## config.mk

```make
export PLATFORM = sky130hd
export DESIGN_NAME = electrode_impedance_sweep_pkpk_core
export DESIGN_NICKNAME = d
export VERILOG_FILES = /design/src/eisp_pkg.sv /design/src/electrode_impedance_sweep_pkpk_core.sv /design/src/eisp_front.sv /design/src/eisp_queue.sv /design/src/eisp_back.sv
export SDC_FILE = /design/constraint.sdc
export NUM_CORES = 1
export LEC_CHECK = 0
export ABC_AREA = 1
export BUFFER_PORTS_ARGS = -buffer_cell sky130_fd_sc_hd__buf_2
export CAP_MARGIN = 20
export CELL_PAD_IN_SITES_DETAIL_PLACEMENT = 0
export CELL_PAD_IN_SITES_GLOBAL_PLACEMENT = 1
export CORE_ASPECT_RATIO = 0.6
export CORE_MARGIN = 10
export CORE_UTILIZATION = 30
export DETAILED_ROUTE_END_ITERATION = 10
export MAX_ROUTING_LAYER = met4
export PLACE_DENSITY = 0.65
export SLEW_MARGIN = 5
export SYNTH_ARGS = -nofsm -noshare
export SYNTH_HDL_FRONTEND = slang
export SYNTH_SLANG_ARGS = --single-unit
```

## constraint.sdc

```tcl
create_clock -name clk -period 8.6 [get_ports clk]
set_input_delay 1.29 -clock clk [delete_from_list [all_inputs] [get_ports clk]]
set_output_delay 1.29 -clock clk [all_outputs]
set_load 0.005 [all_outputs]
```

## src/eisp_pkg.sv

```systemverilog
package eisp_pkg;

    localparam int CODE_W            = 24;
    localparam int CHAN_W            = 5;
    localparam int CHIP_W            = 2;
    localparam int PIN_W             = 8;
    localparam int SETTLE_W          = 4;
    localparam int WINDOW_W          = 6;
    localparam int CFG_INDEX_W       = 1;
    localparam int CFG_DATA_W        = 6;

    localparam int CHANNEL_COUNT_DEF = 32;
    localparam int CHANNELS_PER_CHIP = 8;
    localparam int PIN_IDX_W         = $clog2(CHANNELS_PER_CHIP);
    localparam int MAX_WINDOW        = 32;
    localparam int SAMPLE_W          = $clog2(MAX_WINDOW);
    localparam int QUEUE_DEPTH       = 2;

    localparam logic [SETTLE_W-1:0] SETTLE_RESET = SETTLE_W'(10);
    localparam logic [WINDOW_W-1:0] WINDOW_RESET = WINDOW_W'(MAX_WINDOW);

    // configuration register indexes
    localparam logic [CFG_INDEX_W-1:0] REG_SETTLE_COUNT  = 1'd0;
    localparam logic [CFG_INDEX_W-1:0] REG_WINDOW_LENGTH = 1'd1;

    typedef struct packed {
        logic signed [CODE_W-1:0] raw_code;
        logic                     restart;
    } sample_t;

    typedef struct packed {
        logic [CHAN_W-1:0] channel;
        logic [CHIP_W-1:0] chip;
        logic [CODE_W-1:0] pk_pk;
        logic [CHIP_W-1:0] next_chip;
        logic [PIN_W-1:0]  next_pin_mask;
        logic              sweep_done;
    } result_t;

    // one kept sample handed from the front to the back
    typedef struct packed {
        logic signed [CODE_W-1:0] raw_code;
        logic                     first;
        logic                     win_end;
        logic                     last_chan;
        logic [CHAN_W-1:0]        channel;
    } op_t;

endpackage

```

## src/electrode_impedance_sweep_pkpk_core.sv

```systemverilog
// channel   | direction | handshake                  | beat
// ----------+-----------+----------------------------+------------------------------
// sample    | in        | sample_valid/sample_stall  | raw_code, restart
// result    | out       | result_valid/result_stall  | channel, chip, pk_pk, next_*
// cfg       | in        | cfg_we, cfg_index          | cfg_data, write only
//
// one sample beat per cycle sustained while the queue has room; result_valid rises after
// the window-closing beat passes the queue entry and then the back result register
// the two-entry queue between front and back sets the slack against result_stall
// reset clears counters, channel, queue and output valid; settle 10, window 32
// sample_stall rises only when the queue is full behind a stalled result
module electrode_impedance_sweep_pkpk_core #(
    parameter int CHANNEL_COUNT = eisp_pkg::CHANNEL_COUNT_DEF
) (
    input  logic                                 clk,
    input  logic                                 rst_n,
    input  logic                                 sample_valid,
    output logic                                 sample_stall,
    input  eisp_pkg::sample_t                    sample,
    output logic                                 result_valid,
    input  logic                                 result_stall,
    output eisp_pkg::result_t                    result,
    input  logic                                 cfg_we,
    input  logic [eisp_pkg::CFG_INDEX_W-1:0]     cfg_index,
    input  logic [eisp_pkg::CFG_DATA_W-1:0]      cfg_data
);

    logic [eisp_pkg::SETTLE_W-1:0] settle_count_reg;
    logic [eisp_pkg::WINDOW_W-1:0] window_length_reg;

    logic          accept;
    logic          push;
    logic          pop;
    logic          q_full;
    logic          q_valid;
    eisp_pkg::op_t push_op;
    eisp_pkg::op_t head_op;

    // configuration registers
    always_ff @(posedge clk or negedge rst_n)
    begin
        if (!rst_n)
        begin
            settle_count_reg  <= eisp_pkg::SETTLE_RESET;
            window_length_reg <= eisp_pkg::WINDOW_RESET;
        end
        else if (cfg_we)
        begin
            case (cfg_index)
                eisp_pkg::REG_SETTLE_COUNT:
                begin
                    settle_count_reg <= cfg_data[eisp_pkg::SETTLE_W-1:0];
                end
                eisp_pkg::REG_WINDOW_LENGTH:
                begin
                    window_length_reg <= cfg_data[eisp_pkg::WINDOW_W-1:0];
                end
                default:
                begin
                    settle_count_reg <= settle_count_reg;
                end
            endcase
        end
    end

    // front takes a beat whenever the queue has room
    assign sample_stall = q_full;
    assign accept       = sample_valid && !q_full;

    // front: restart, idle and settling decisions, window and channel counting
    eisp_front #(
        .CHANNEL_COUNT (CHANNEL_COUNT)
    ) u_front (
        .clk           (clk),
        .rst_n         (rst_n),
        .accept        (accept),
        .sample        (sample),
        .settle_count  (settle_count_reg),
        .window_length (window_length_reg),
        .push          (push),
        .op            (push_op)
    );

    // short queue of kept samples
    eisp_queue u_queue (
        .clk       (clk),
        .rst_n     (rst_n),
        .push      (push),
        .push_op   (push_op),
        .pop       (pop),
        .full      (q_full),
        .not_empty (q_valid),
        .head      (head_op)
    );

    // back: running min/max and the result register
    eisp_back u_back (
        .clk          (clk),
        .rst_n        (rst_n),
        .op_valid     (q_valid),
        .op           (head_op),
        .pop          (pop),
        .result_valid (result_valid),
        .result_stall (result_stall),
        .result       (result)
    );

    // last channel turns every lead-off current off
    a_done_currents_off: assert property (@(posedge clk) disable iff (!rst_n)
        result_valid && result.sweep_done |->
            result.next_pin_mask == '0 && result.next_chip == '0)
        else $error("sweep done with current still selected");

    // every other result selects exactly one pin
    a_next_pin_onehot: assert property (@(posedge clk) disable iff (!rst_n)
        result_valid && !result.sweep_done |-> $onehot(result.next_pin_mask))
        else $error("next pin mask not one-hot");

    // chip field follows the channel number
    a_chip_matches: assert property (@(posedge clk) disable iff (!rst_n)
        result_valid |->
            result.chip == result.channel[eisp_pkg::CHAN_W-1:eisp_pkg::PIN_IDX_W])
        else $error("chip does not match channel");

    // the input side only stalls while the queue is blocked behind the output
    a_stall_only_when_blocked: assert property (@(posedge clk) disable iff (!rst_n)
        sample_stall |-> q_valid)
        else $error("input stalled with an empty queue");

endmodule

```

## src/eisp_front.sv

```systemverilog
module eisp_front #(
    parameter int CHANNEL_COUNT = eisp_pkg::CHANNEL_COUNT_DEF
) (
    input  logic                              clk,
    input  logic                              rst_n,
    input  logic                              accept,
    input  eisp_pkg::sample_t                 sample,
    input  logic [eisp_pkg::SETTLE_W-1:0]     settle_count,
    input  logic [eisp_pkg::WINDOW_W-1:0]     window_length,
    output logic                              push,
    output eisp_pkg::op_t                     op
);

    logic [eisp_pkg::CHAN_W-1:0]   chan_reg, chan_next;
    logic [eisp_pkg::SETTLE_W-1:0] settle_reg, settle_next;
    logic [eisp_pkg::SAMPLE_W-1:0] sample_reg, sample_next;
    logic                          idle_reg, idle_next;

    logic [eisp_pkg::WINDOW_W-1:0] win;
    logic [eisp_pkg::WINDOW_W-1:0] sample_inc;
    logic [eisp_pkg::CHAN_W:0]     chan_inc;
    logic                          win_end;
    logic                          last_chan;
    logic                          keep;

    // window length clamped to 1..32
    always_comb
    begin
        if (window_length == '0)
        begin
            win = eisp_pkg::WINDOW_W'(1);
        end
        else if (window_length > eisp_pkg::WINDOW_W'(eisp_pkg::MAX_WINDOW))
        begin
            win = eisp_pkg::WINDOW_W'(eisp_pkg::MAX_WINDOW);
        end
        else
        begin
            win = window_length;
        end
    end

    assign sample_inc = {1'b0, sample_reg} + eisp_pkg::WINDOW_W'(1);
    assign win_end    = sample_inc >= win;
    assign chan_inc   = {1'b0, chan_reg} + (eisp_pkg::CHAN_W+1)'(1);
    assign last_chan  = chan_inc >= (eisp_pkg::CHAN_W+1)'(CHANNEL_COUNT);
    assign keep       = !sample.restart && !idle_reg && !(settle_reg < settle_count);
    assign push       = accept && keep;

    assign op.raw_code  = sample.raw_code;
    assign op.first     = sample_reg == '0;
    assign op.win_end   = win_end;
    assign op.last_chan = last_chan;
    assign op.channel   = chan_reg;

    always_comb
    begin
        chan_next   = chan_reg;
        settle_next = settle_reg;
        sample_next = sample_reg;
        idle_next   = idle_reg;
        if (accept)
        begin
            if (sample.restart)
            begin
                chan_next   = '0;
                settle_next = '0;
                sample_next = '0;
                idle_next   = 1'b0;
            end
            else if (!idle_reg)
            begin
                if (settle_reg < settle_count)
                begin
                    settle_next = settle_reg + eisp_pkg::SETTLE_W'(1);
                end
                else if (win_end)
                begin
                    settle_next = '0;
                    sample_next = '0;
                    if (last_chan)
                    begin
                        idle_next = 1'b1;
                        chan_next = '0;
                    end
                    else
                    begin
                        chan_next = chan_inc[eisp_pkg::CHAN_W-1:0];
                    end
                end
                else
                begin
                    sample_next = sample_inc[eisp_pkg::SAMPLE_W-1:0];
                end
            end
        end
    end

    always_ff @(posedge clk or negedge rst_n)
    begin
        if (!rst_n)
        begin
            chan_reg   <= '0;
            settle_reg <= '0;
            sample_reg <= '0;
            idle_reg   <= 1'b0;
        end
        else
        begin
            chan_reg   <= chan_next;
            settle_reg <= settle_next;
            sample_reg <= sample_next;
            idle_reg   <= idle_next;
        end
    end

endmodule

```

## src/eisp_queue.sv

```systemverilog
module eisp_queue (
    input  logic           clk,
    input  logic           rst_n,
    input  logic           push,
    input  eisp_pkg::op_t  push_op,
    input  logic           pop,
    output logic           full,
    output logic           not_empty,
    output eisp_pkg::op_t  head
);

    localparam int PTR_W = $clog2(eisp_pkg::QUEUE_DEPTH);
    localparam int CNT_W = $clog2(eisp_pkg::QUEUE_DEPTH + 1);

    eisp_pkg::op_t    entry_reg [eisp_pkg::QUEUE_DEPTH];
    logic [PTR_W-1:0] wr_ptr_reg, wr_ptr_next;
    logic [PTR_W-1:0] rd_ptr_reg, rd_ptr_next;
    logic [CNT_W-1:0] count_reg, count_next;

    function automatic logic [PTR_W-1:0] ptr_inc(input logic [PTR_W-1:0] p);
        logic [PTR_W-1:0] r;
        if (p == PTR_W'(eisp_pkg::QUEUE_DEPTH - 1))
        begin
            r = '0;
        end
        else
        begin
            r = p + PTR_W'(1);
        end
        return r;
    endfunction

    assign full      = count_reg == CNT_W'(eisp_pkg::QUEUE_DEPTH);
    assign not_empty = count_reg != '0;
    assign head      = entry_reg[rd_ptr_reg];

    always_comb
    begin
        wr_ptr_next = push ? ptr_inc(wr_ptr_reg) : wr_ptr_reg;
        rd_ptr_next = pop  ? ptr_inc(rd_ptr_reg) : rd_ptr_reg;
        count_next  = count_reg;
        if (push && !pop)
        begin
            count_next = count_reg + CNT_W'(1);
        end
        else if (pop && !push)
        begin
            count_next = count_reg - CNT_W'(1);
        end
    end

    always_ff @(posedge clk)
    begin
        if (push)
        begin
            entry_reg[wr_ptr_reg] <= push_op;
        end
    end

    always_ff @(posedge clk or negedge rst_n)
    begin
        if (!rst_n)
        begin
            wr_ptr_reg <= '0;
            rd_ptr_reg <= '0;
            count_reg  <= '0;
        end
        else
        begin
            wr_ptr_reg <= wr_ptr_next;
            rd_ptr_reg <= rd_ptr_next;
            count_reg  <= count_next;
        end
    end

endmodule

```

## src/eisp_back.sv

```systemverilog
module eisp_back (
    input  logic               clk,
    input  logic               rst_n,
    input  logic               op_valid,
    input  eisp_pkg::op_t      op,
    output logic               pop,
    output logic               result_valid,
    input  logic               result_stall,
    output eisp_pkg::result_t  result
);

    logic signed [eisp_pkg::CODE_W-1:0] max_reg, max_next;
    logic signed [eisp_pkg::CODE_W-1:0] min_reg, min_next;
    logic                               valid_reg, valid_next;
    eisp_pkg::result_t                  result_reg, result_next;

    logic                               slot_free;
    logic [eisp_pkg::CHAN_W-1:0]        nxt;

    assign slot_free = !valid_reg || !result_stall;
    // a window-closing sample waits until the output slot is free
    assign pop       = op_valid && (!op.win_end || slot_free);
    assign nxt       = op.channel + eisp_pkg::CHAN_W'(1);

    always_comb
    begin
        max_next    = max_reg;
        min_next    = min_reg;
        result_next = result_reg;
        valid_next  = valid_reg && result_stall;
        if (pop)
        begin
            if (op.first)
            begin
                max_next = op.raw_code;
                min_next = op.raw_code;
            end
            else
            begin
                if (op.raw_code > max_reg)
                begin
                    max_next = op.raw_code;
                end
                if (op.raw_code < min_reg)
                begin
                    min_next = op.raw_code;
                end
            end
            if (op.win_end)
            begin
                valid_next           = 1'b1;
                result_next.channel  = op.channel;
                result_next.chip     = op.channel[eisp_pkg::CHAN_W-1:eisp_pkg::PIN_IDX_W];
                result_next.pk_pk    = eisp_pkg::CODE_W'(max_next - min_next);
                if (op.last_chan)
                begin
                    result_next.next_chip     = '0;
                    result_next.next_pin_mask = '0;
                    result_next.sweep_done    = 1'b1;
                end
                else
                begin
                    result_next.next_chip     = nxt[eisp_pkg::CHAN_W-1:eisp_pkg::PIN_IDX_W];
                    result_next.next_pin_mask =
                        eisp_pkg::PIN_W'(1) << nxt[eisp_pkg::PIN_IDX_W-1:0];
                    result_next.sweep_done    = 1'b0;
                end
            end
        end
    end

    always_ff @(posedge clk)
    begin
        max_reg    <= max_next;
        min_reg    <= min_next;
        result_reg <= result_next;
    end

    always_ff @(posedge clk or negedge rst_n)
    begin
        if (!rst_n)
        begin
            valid_reg <= 1'b0;
        end
        else
        begin
            valid_reg <= valid_next;
        end
    end

    assign result_valid = valid_reg;
    assign result       = result_reg;

endmodule

```

==> out/summary.log, run 1 <==
[finish] share of cells above drive strength 1 14.92%
[clocking] CTS root buffer clkbuf_16
[global_route] initial antenna violation count 1
[global_route] Global Route Usage Sum 14.43%
[finish] antenna diode instance count 0
[timing] Final Hold Slack 0.4910 ns
[logic_synthesis] adder-cell share of the synthesized area 8.698%
[global_route] global-route wire length before repair 48230 um
[logic_synthesis] count of distinct cell types in the synthesized netlist 52
[logic_synthesis] number of synthesized register bits 182
[place] count of buffers from port buffering 80
[clocking] # H-tree levels 4
[place] instance count after placement with tap cells included 1762
[clocking] Resize count post-CTS 0
[place] Post-Place Worst Slack 2.276 ns
[timing] shortest clock period the worst path allows after layout 6.373 ns
[place] weighted congestion reported at the end of routability-driven placement 0.8992
[global_route] via count of the first global-routing pass 8034
[logic_synthesis] sequential element share of the synthesized area 48.91%
[timing] final number of max-transition violations 0
[logic_synthesis] Avg Cell Area, Syn 8.785 um2
[setup_path] data arrival time at the worst-slack endpoint 6.58 ns
[logic_synthesis] Synth Area in Compound Gates 7.363%
[timing] worst-case clock skew 0.01590 ns
[setup_path] setup slack on the worst flop-to-flop path 2.23 ns
[clocking] clock insertion delay at the later pin of the skew report 0.45 ns
[timing] crit share post-route 74.11%
[worst_hold_path] classification of the worst-slack hold path flip-flop to flip-flop
[timing] final setup violation count 0
[floorplanning] initial cell density of the core 30.71%
[logic_synthesis] combinational family with the most area after synthesis simple AND/OR/NAND/NOR gates
[finish] FILL cells 3690
[logic_synthesis] Synth Flop Type edfxtp_1
[clocking] cts hold-fix bufs 0
[clocking] number of buffers between clock root and the deepest sink 2
[timing] transition time at the pin with the least slew margin 1.028 ns
[setup_path] capturing element type of the critical path flip-flop
[finish] synth-to-layout area growth 13.43%
[logic_synthesis] Post-Synthesis Cell Area 0.01088 mm2
[setup_path] depth of the most critical reg-to-reg path 26
[timing] RSZ-0062 raised after global routing false
[logic_synthesis] mux contribution to synthesized area 0.3221%
[clocking] number of buffers created by CTS 17
[finish] post-layout instance count excluding filler cells 1794
[timing] final count of hold timing violations 0
[setup_path] type of the setup path with the least slack flip-flop to flip-flop
[setup_path] crit path launch type flip-flop
[logic_synthesis] net count after synthesis 1350
[timing] relative slew slack 31.33%
[floorplanning] I/O pin cnt 81
[logic_synthesis] Post-synth EDFFs 152
[drt] Via Count 8398
[floorplanning] Chip Height 167.5 um
[finish] number of flip-flops in the largest register 64
[setup_path] largest driver fanout on the critical path 33
[clocking] number of sinks driven by the clock tree 182
[clocking] Setup Fix Bufs, Post-CTS 0
[worst_hold_path] worst min-delay path startpoint settle_count_reg[2]
[drt] drt pass-1 iters 5
[floorplanning] core area 0.03541 mm2
[floorplanning] number of standard-cell rows in the floorplan 53
[floorplanning] die boundary width 265.8 um
[global_route] sum of overflow across all layers after global routing 0
[logic_synthesis] YS warnings 0
[timing] fmax 156.9 MHz
[drt] detailed-route vias per instance 4.681
[timing] PnR worst setup slack 2.227 ns
[drt] DRC violation count after routing 0
[run_status] outcome finished clean
[flow_run] Max Cap Violations 0
[place] HPWL after DPL 23860 um
[logic_synthesis] async set-reset flop share out of synthesis 16.48%
[logic_synthesis] Post-Synth Simple-Gate Area 24.67%
[global_route] maximum number of pins on one net before global-route repair 48
[finish] net count reported at finish 1426
[timing] Sum Neg Setup Slack 0 ns
[drt] DRT antenna net count 0
[floorplanning] die area 0.04452 mm2
[worst_hold_path] hold path depth 2
[setup_path] capture point of the worst reg-to-reg path u_back.result[31]
[drt] total wirelength of the detailed-routed design 30810 um
[clocking] clock tree from TritonCTS built
[logic_synthesis] post-synthesis instance total 1238
[worst_hold_path] hold endpoint settle_count_reg[2]
[drt] average routed wire per standard cell 17.17 um
[clocking] Clk pin slew, worst setup/hold paths 0.07 ns
[drt] number of DRC violations after detailed-routing iteration 0 685
[setup_path] reg-to-reg critical path startpoint u_queue.rd_ptr_reg
[setup_path] Critical Path RT 8.81 ns
[logic_synthesis] XOR/XNOR Fraction of Synth Area 1.772%
[synth_stat cells (all sizes together), types with 2 or more instances]
cell type | n | area share [%]
nor2 | 70 | 2.6
inv | 195 | 6.7
a21oi | 47 | 2.2
xor2 | 18 | 1.4
buf | 13 | 1.0
o21a | 4 | 0.28
a21o | 2 | 0.14
a21boi | 3 | 0.28
dfstp | 3 | 0.72
nand3 | 125 | 6.7
mux2i | 2 | 0.22
or2 | 18 | 1.0
nand2 | 349 | 13
o21ai | 73 | 3.4
o31ai | 3 | 0.21
ha | 74 | 8.5
nand4 | 16 | 0.92
edfxtp | 152 | 42
o211ai | 2 | 0.14
dfrtp | 27 | 6.2
o21bai | 6 | 0.45
xnor2 | 4 | 0.32
a31oi | 2 | 0.12
nor3 | 6 | 0.28
clkbuf | 14 | 0.48
[worst max-delay path by stage]
| stage | startpoint | end | depth (start not counted) |
|---|---|---|---|
| 4_1_cts | u_queue.rd_ptr_reg | u_back.result[31] | 26 |
| 5_1_grt | u_queue.rd_ptr_reg | u_back.result[31] | 26 |
| 3_5_place_dp | u_queue.rd_ptr_reg | u_back.result[31] | 26 |
| 2_1_floorplan | u_queue.rd_ptr_reg | u_back.result[27] | 28 |
| 3_3_place_gp | u_queue.rd_ptr_reg | u_back.result[31] | 26 |
| 6_report | u_queue.rd_ptr_reg | u_back.result[31] | 26 |
[layout make-up]
type	instances	area, um2	area share [%]
Clock buffer	23	457.9	3.712
Clock inverter	9	127.6	1.035
Inverter	196	735.7	5.964
Multi-Input combinational cell	833	4681	37.94
Sequential cell	182	5319	43.12
Tap cell	467	584.3	4.737
Timing Repair Buffer	84	430.4	3.489
[placed cells by master (no fill, tap or decap), types with 3 or more instances in the layout]
cell type	n
edfxtp_1	152
or2_2	15
nor2_4	3
nor3_1	6
dfrtp_1	27
dfstp_2	3
buf_4	4
nand2_2	25
nor2_2	6
buf_2	80
or2_1	3
o21a_1	4
nand3_2	16
ha_1	74
clkbuf_1	5
xor2_1	18
bufinv_16	3
inv_1	185
nor2_1	61
xnor2_1	4
o21ai_1	5
clkbuf_16	17
nand3_1	107
nand2_1	322
o31ai_1	3
nand4_1	16
inv_2	10
a21oi_1	46
o21ai_0	68
o21bai_1	5
[critical path: stages, from the launching register on]
cell      delay (ns)
dfrtp_1         0.32
buf_4           0.37
inv_2           0.34
or2_2           0.36
o21ai_0         0.21
inv_1           0.15
ha_1            0.33
nand2_1         0.05
nor2_1          0.17
nand4_1         0.21
nor2_1          0.17
nand2_1         0.09
nand4_1         0.09
nand3_2         0.43
nand2_1         0.81
buf_4           0.39
inv_1           0.08
nor2_1          0.11
o21bai_1        0.16
ha_1            0.34
nand3_1         0.18
nor2_1          0.26
nand3_1         0.12
nand3_1         0.16
nand2_1         0.08
nand3_1         0.07
nand2_1         0.06
[cells by family after synthesis]
logic type	Yosys count
mux	3
fa+ha+maj	75
flops	182
buf+inv	223
compound gates	145
simple gates	588
xor+xnor	22
[metal layers]
metal	vias up	global-route usage [%]	routed length [um]
met3	19	3.950	1758
met1	3957	21.30	16650
li1	4239	-	-
met4	0	2.797	288
met2	183	19.06	12110
met5	-	-	0
[per-stage QoR]
stage | instance area [um2] | utilization [%]
after floorplan | 10880 | -
after global placement | 11750 | 33.18
after detailed placement | 11750 | 33.18
after CTS | 12340 | 34.84
after global routing | 12340 | 34.84
final | 12340 | 34.84
Power of run 1 is not shown: default switching activity piles up to over one toggle a cycle in this logic, so the estimate is an artifact.
==> inputs of run 2 (changes only) <==
==> constraint.sdc (replaced) <==
create_clock -name clk -period 6.3 [get_ports clk]
set_input_delay 0.945 -clock clk [delete_from_list [all_inputs] [get_ports clk]]
set_output_delay 0.945 -clock clk [all_outputs]
set_load 0.005 [all_outputs]
==> out/summary.log, run 2 (synthesized netlist as in run 1, its figures left out) <==
[run_status] outcome finished clean
[finish] area taken by multi-input logic gates 0.004681 mm2
[place] cell area reported after detailed placement 0.01175 mm2
[timing] fmax 187.6 MHz
[drt] DRC violation count after routing 0
[drt] number of DRC violations after detailed-routing iteration 0 861
[timing] final count of hold timing violations 0
[timing] Sum Neg Setup Slack 0 ns
[finish] net count reported at finish 1427
[setup_path] crit-path leading delay family simple AND/OR/NAND/NOR gates
[clocking] Clk pin slew, worst setup/hold paths 0.08 ns
[place] Post-Place Worst Slack 1.061 ns
[finish] post-layout instance count excluding filler cells 1795
[clocking] Resize count post-CTS 0
[timing] worst-case clock skew 0.01848 ns
[clocking] clock insertion delay at the later pin of the skew report 0.46 ns
[floorplanning] core area 0.03541 mm2
[finish] most common library cell in the layout ignoring fill and taps nand2_1
[timing] shortest clock period the worst path allows after layout 5.330 ns
[clocking] # H-tree levels 4
[clocking] CTS root buffer clkbuf_16
[setup_path] capturing element type of the critical path flip-flop
[clocking] cts hold-fix bufs 0
[timing] RSZ-0062 raised after global routing false
[setup_path] largest driver fanout on the critical path 43
[place] HPWL after DPL 23610 um
[setup_path] Buffers & Inverters on Critical Path 4
[place] instance count after placement with tap cells included 1762
[place] count of buffers from port buffering 80
[clocking] number of sinks driven by the clock tree 182
[worst_hold_path] hold endpoint settle_count_reg[0]
[finish] number of flip-flops in the largest register 64
[setup_path] capture point of the worst reg-to-reg path u_back.result[31]
[setup_path] type of the setup path with the least slack flip-flop to flip-flop
[clocking] number of buffers between clock root and the deepest sink 2
[drt] total wirelength of the detailed-routed design 30350 um
[global_route] maximum number of pins on one net before global-route repair 48
[floorplanning] number of standard-cell rows in the floorplan 53
[global_route] Global Route Usage Sum 14.43%
[timing] crit share post-route 84.60%
[global_route] sum of overflow across all layers after global routing 0
[setup_path] cell-by-cell trace of the critical path inv_2, nand2_1, nand2_1, ha_1, a21oi_1, o21ai_0, nor2_1, nand4_1, nand3_2, buf_4, nand2_1, buf_4, inv_1, nor2_1, o21bai_1, ha_1, nand3_1, nor2_1, nand2_1, nand3_1, nand2_1, nand3_1, nand2_1
[timing] transition time at the pin with the least slew margin 1.032 ns
[setup_path] crit path launch type flip-flop
[drt] drt pass-1 iters 6
[worst_hold_path] classification of the worst-slack hold path flip-flop to flip-flop
[global_route] via count of the first global-routing pass 8001
[worst_hold_path] hold path depth 2
[finish] area of all placed cells without fillers 0.01237 mm2
[drt] DRT antenna net count 0
[floorplanning] I/O pin cnt 81
[finish] sequential standard cell area 0.005319 mm2
[setup_path] setup slack on the worst flop-to-flop path 0.97 ns
[drt] average routed wire per standard cell 16.91 um
[setup_path] depth of the most critical reg-to-reg path 23
[timing] final setup violation count 0
[place] weighted congestion reported at the end of routability-driven placement 0.8960
[timing] final number of max-transition violations 0
[drt] Via Count 8407
[floorplanning] Chip Height 167.5 um
[floorplanning] initial cell density of the core 30.71%
[setup_path] Most common cell on crit path nand2_1
[finish] FILL cells 3675
[global_route] initial antenna violation count 0
[finish] antenna diode instance count 0
[finish] share of cells above drive strength 1 15.44%
[setup_path] Critical Path Max Stage Delay 0.49 ns
[clocking] Setup Fix Bufs, Post-CTS 0
[clocking] number of buffers created by CTS 17
[drt] detailed-route vias per instance 4.684
[timing] PnR worst setup slack 0.9702 ns
[setup_path] data arrival time at the worst-slack endpoint 5.55 ns
[setup_path] reg-to-reg critical path startpoint u_queue.rd_ptr_reg
[finish] top library cells by usage in the layout, fill and taps aside 322 x nand2_1, 185 x inv_1, 152 x edfxtp_1
[setup_path] Critical Path RT 6.52 ns
[flow_run] Max Cap Violations 0
[timing] relative slew slack 31.01%
[floorplanning] die area 0.04452 mm2
[global_route] global-route wire length before repair 47920 um
[setup_path] Crit-path slowest cell ha_1
[clocking] clock tree from TritonCTS built
[finish] synth-to-layout area growth 13.71%
[worst_hold_path] worst min-delay path startpoint settle_count_reg[0]
[floorplanning] die boundary width 265.8 um
==> run 2: cell types whose count changed in the layout (fill, tap and decap cells not counted), moves of 2 or more <==
cell and delta:
clkbuf_1 -5, clkbuf_16 +2, clkinv_4 +3, bufinv_16 -3, inv_6 +3
==> run 2: final cells by class <==
type	instances	area share [%]
Multi-Input combinational cell	833	37.85
Clock buffer	20	3.956
Clock inverter	12	0.8701
Inverter	196	5.949
Timing Repair Buffer	85	3.642
Sequential cell	182	43.01
Tap cell	467	4.725
==> run 2: metrics by stage <==
step	util (%)	hold slack (ns)
3_5_place_dp	33.18	0.4868
3_3_place_gp	33.18	0.4792
2_1_floorplan	-	0.4476
4_1_cts	34.87	0.5030
5_1_grt	34.92	0.5275
6_report	34.92	0.4970
==> run 2: per-layer routing <==
layer  GRT usage, %  wire length [um]
met1          21.40             16200
met2          18.42             11600
met3          4.549              2221
met4          2.946               324
met5              -                 0
==> run 2: worst max path at each step <==
stage / slack (ns) / to / cells after the start / startpoint
2_1_floorplan: 1.69 / u_back.result[27] / 28 / u_queue.rd_ptr_reg
5_1_grt: 0.45 / u_back.result[32] / 24 / u_queue.rd_ptr_reg
3_3_place_gp: 1.08 / u_back.result[32] / 22 / u_queue.rd_ptr_reg
6_report: 0.97 / u_back.result[31] / 23 / u_queue.rd_ptr_reg
3_5_place_dp: 1.06 / u_back.result[33] / 25 / u_queue.rd_ptr_reg
4_1_cts: 1.05 / u_back.result[33] / 25 / u_queue.rd_ptr_reg
==> run 2: tightest hold or removal path, cell delays in order (launching register included) <==
cell and delay, ns:
dfrtp_1 0.35, nand2_1 0.05, o21ai_0 0.06
Power of run 2 is left out for the same reason.
==> inputs of run 3 (changes only) <==
--- a/config.mk
+++ b/config.mk
@@ -15,7 +15,7 @@
 export CORE_UTILIZATION = 30
 export DETAILED_ROUTE_END_ITERATION = 10
 export MAX_ROUTING_LAYER = met4
-export PLACE_DENSITY = 0.65
+export PLACE_DENSITY = 0.67
 export SLEW_MARGIN = 5
 export SYNTH_ARGS = -nofsm -noshare
 export SYNTH_HDL_FRONTEND = slang
==> constraint.sdc (replaced) <==
create_clock -name clk -period 4.85 [get_ports clk]
set_input_delay 0.7275 -clock clk [delete_from_list [all_inputs] [get_ports clk]]
set_output_delay 0.7275 -clock clk [all_outputs]
set_load 0.005 [all_outputs]
==> out/summary.log, run 3 (synthesized netlist as in run 1, its figures left out) <==
[run_status] outcome finished clean
[global_route] Global Route Usage Sum 14.50%
[drt] number of DRC violations after detailed-routing iteration 0 670
[timing] final number of max-transition violations 0
[timing] final setup violation count 0
[setup_path] Buffers & Inverters on Critical Path 2
[floorplanning] core area 0.03541 mm2
[finish] share of cells above drive strength 1 17.36%
[flow_run] Max Cap Violations 0
[finish] number of flip-flops in the largest register 64
[clocking] number of buffers between clock root and the deepest sink 2
[setup_path] depth of the most critical reg-to-reg path 25
[setup_path] Critical Path RT 5.08 ns
[drt] total wirelength of the detailed-routed design 31080 um
[global_route] initial antenna violation count 0
[place] instance count after placement with tap cells included 1783
[floorplanning] Chip Height 167.5 um
[global_route] maximum number of pins on one net before global-route repair 41
[clocking] cts hold-fix bufs 0
[place] cell area reported after detailed placement 0.01193 mm2
[drt] DRT antenna net count 0
[setup_path] setup slack on the worst flop-to-flop path 0.35 ns
[floorplanning] initial cell density of the core 30.71%
[setup_path] crit-path leading delay family simple AND/OR/NAND/NOR gates
[setup_path] launching element of the worst setup path u_queue.rd_ptr_reg
[clocking] Setup Fix Bufs, Post-CTS 0
[setup_path] capturing element type of the critical path flip-flop
[timing] transition time at the pin with the least slew margin 1.053 ns
[finish] net count reported at finish 1447
[global_route] global-route wire length before repair 48380 um
[finish] area of all placed cells without fillers 0.01262 mm2
[drt] detailed-route vias per instance 4.728
[setup_path] Critical Path Max Stage Delay 0.46 ns
[floorplanning] I/O pin cnt 81
[timing] final count of hold timing violations 0
[drt] average routed wire per standard cell 17.13 um
[finish] synth-to-layout area growth 16.00%
[clocking] Clk pin slew, worst setup/hold paths 0.09 ns
[floorplanning] die boundary width 265.8 um
[drt] Via Count 8582
[floorplanning] die area 0.04452 mm2
[finish] antenna diode instance count 0
[clocking] number of sinks driven by the clock tree 182
[place] HPWL after DPL 24130 um
[finish] final cell utilization of the core 35.63%
[place] count of buffers from port buffering 80
[clocking] CTS root buffer clkbuf_16
[finish] post-layout instance count excluding filler cells 1815
[setup_path] Most common cell on crit path nand2_1
[timing] fmax 222.2 MHz
[setup_path] largest driver fanout on the critical path 27
[global_route] sum of overflow across all layers after global routing 0
[drt] DRC violation count after routing 0
[timing] relative slew slack 29.65%
[setup_path] data arrival time at the worst-slack endpoint 4.73 ns
[clocking] number of buffers created by CTS 17
[global_route] via count of the first global-routing pass 8325
[place] weighted congestion reported at the end of routability-driven placement 0.9272
[floorplanning] number of standard-cell rows in the floorplan 53
[worst_hold_path] classification of the worst-slack hold path primary input to async pin
[timing] shortest clock period the worst path allows after layout 4.500 ns
[drt] drt pass-1 iters 5
[finish] most common library cell in the layout ignoring fill and taps nand2_1
[setup_path] Crit-path slowest cell dfrtp_2
[setup_path] crit path launch type flip-flop
[setup_path] type of the setup path with the least slack flip-flop to flip-flop
[clocking] clock tree from TritonCTS built
[timing] crit share post-route 92.79%
[clocking] clock insertion delay at the later pin of the skew report 0.46 ns
[setup_path] capture point of the worst reg-to-reg path u_back.result[33]
[clocking] Resize count post-CTS 0
[setup_path] reg-to-reg critical path startpoint u_queue.rd_ptr_reg
[clocking] # H-tree levels 4
[timing] worst-case clock skew 0.01831 ns
[finish] top library cells by usage in the layout, fill and taps aside 321 x nand2_1, 185 x inv_1, 152 x edfxtp_1
[run 3: cell types whose count changed in the layout (fill, tap and decap cells not counted), sizes merged]
| cell | change |
|---|---|
| inv | +1 |
| clkbuf | -3 |
| clkinvlp | +2 |
| bufinv | +1 |
| clkinv | -1 |
| buf | +20 |
[run 3: worst reg2reg max path, cell delays in order (launching register included)]
cell and delay, ns:
dfrtp_2 0.46, buf_4 0.19, o21ai_0 0.31, inv_1 0.16, ha_1 0.32, nand2_1 0.07, o21ai_0 0.16, nand2_1 0.14
a21oi_1 0.22, nor2_2 0.08, nand2_1 0.09, nand2_2 0.06, nand2_4 0.09, nand2_8 0.13, nor2_1 0.14, a21oi_1 0.06
ha_1 0.22, fa_1 0.40, o21bai_1 0.16, nand2_1 0.08, nand2_2 0.11, nand3_1 0.12, nand2_2 0.12, nand3_1 0.18
nand4_1 0.15, nand2_1 0.05
[run 3: final cells by class]
class,count,area (um2)
inverters,196,738.2
flip-flops and latches,182,5320
fillers,3672,22800
well taps,467,584.3
clock buffers,17,425.4
clock inverters,15,181.4
repair buffers,105,620.6
multi-input cells,833,4746
[run 3: metal layers]
layer	up-vias	global-route usage, %	wire length, um
met5	-	-	0
met4	0	3.292	348
met3	14	4.886	2545
met2	249	18.63	11870
met1	4040	21.07	16320
li1	4279	-	-
[run 3: worst max path at each step]
stage / slack (ns) / cells after the start / endpoint
after detailed placement: 0.10 / 26 / u_back.result[27]
after CTS: 0.10 / 26 / u_back.result[27]
after global routing: -0.007 / 30 / u_back.result[34]
after global placement: 0.15 / 26 / u_back.result[30]
after floorplan: 0.24 / 28 / u_back.result[27]
final: 0.35 / 25 / u_back.result[33]
[run 3: metrics by stage]
stage / setup WS (ns) / hold WS (ns) / setup TNS [ns]
CTS: 0.1012 / 0.3419 / 0
global placement: 0.1470 / 0.4765 / 0
floorplan: 0.2413 / 0.4319 / 0
finish: 0.3497 / 0.3236 / 0
global route: -0.007372 / 0.3717 / -0.01277
detailed placement: 0.1020 / 0.4700 / 0
Power of run 3 is left out for the same reason.
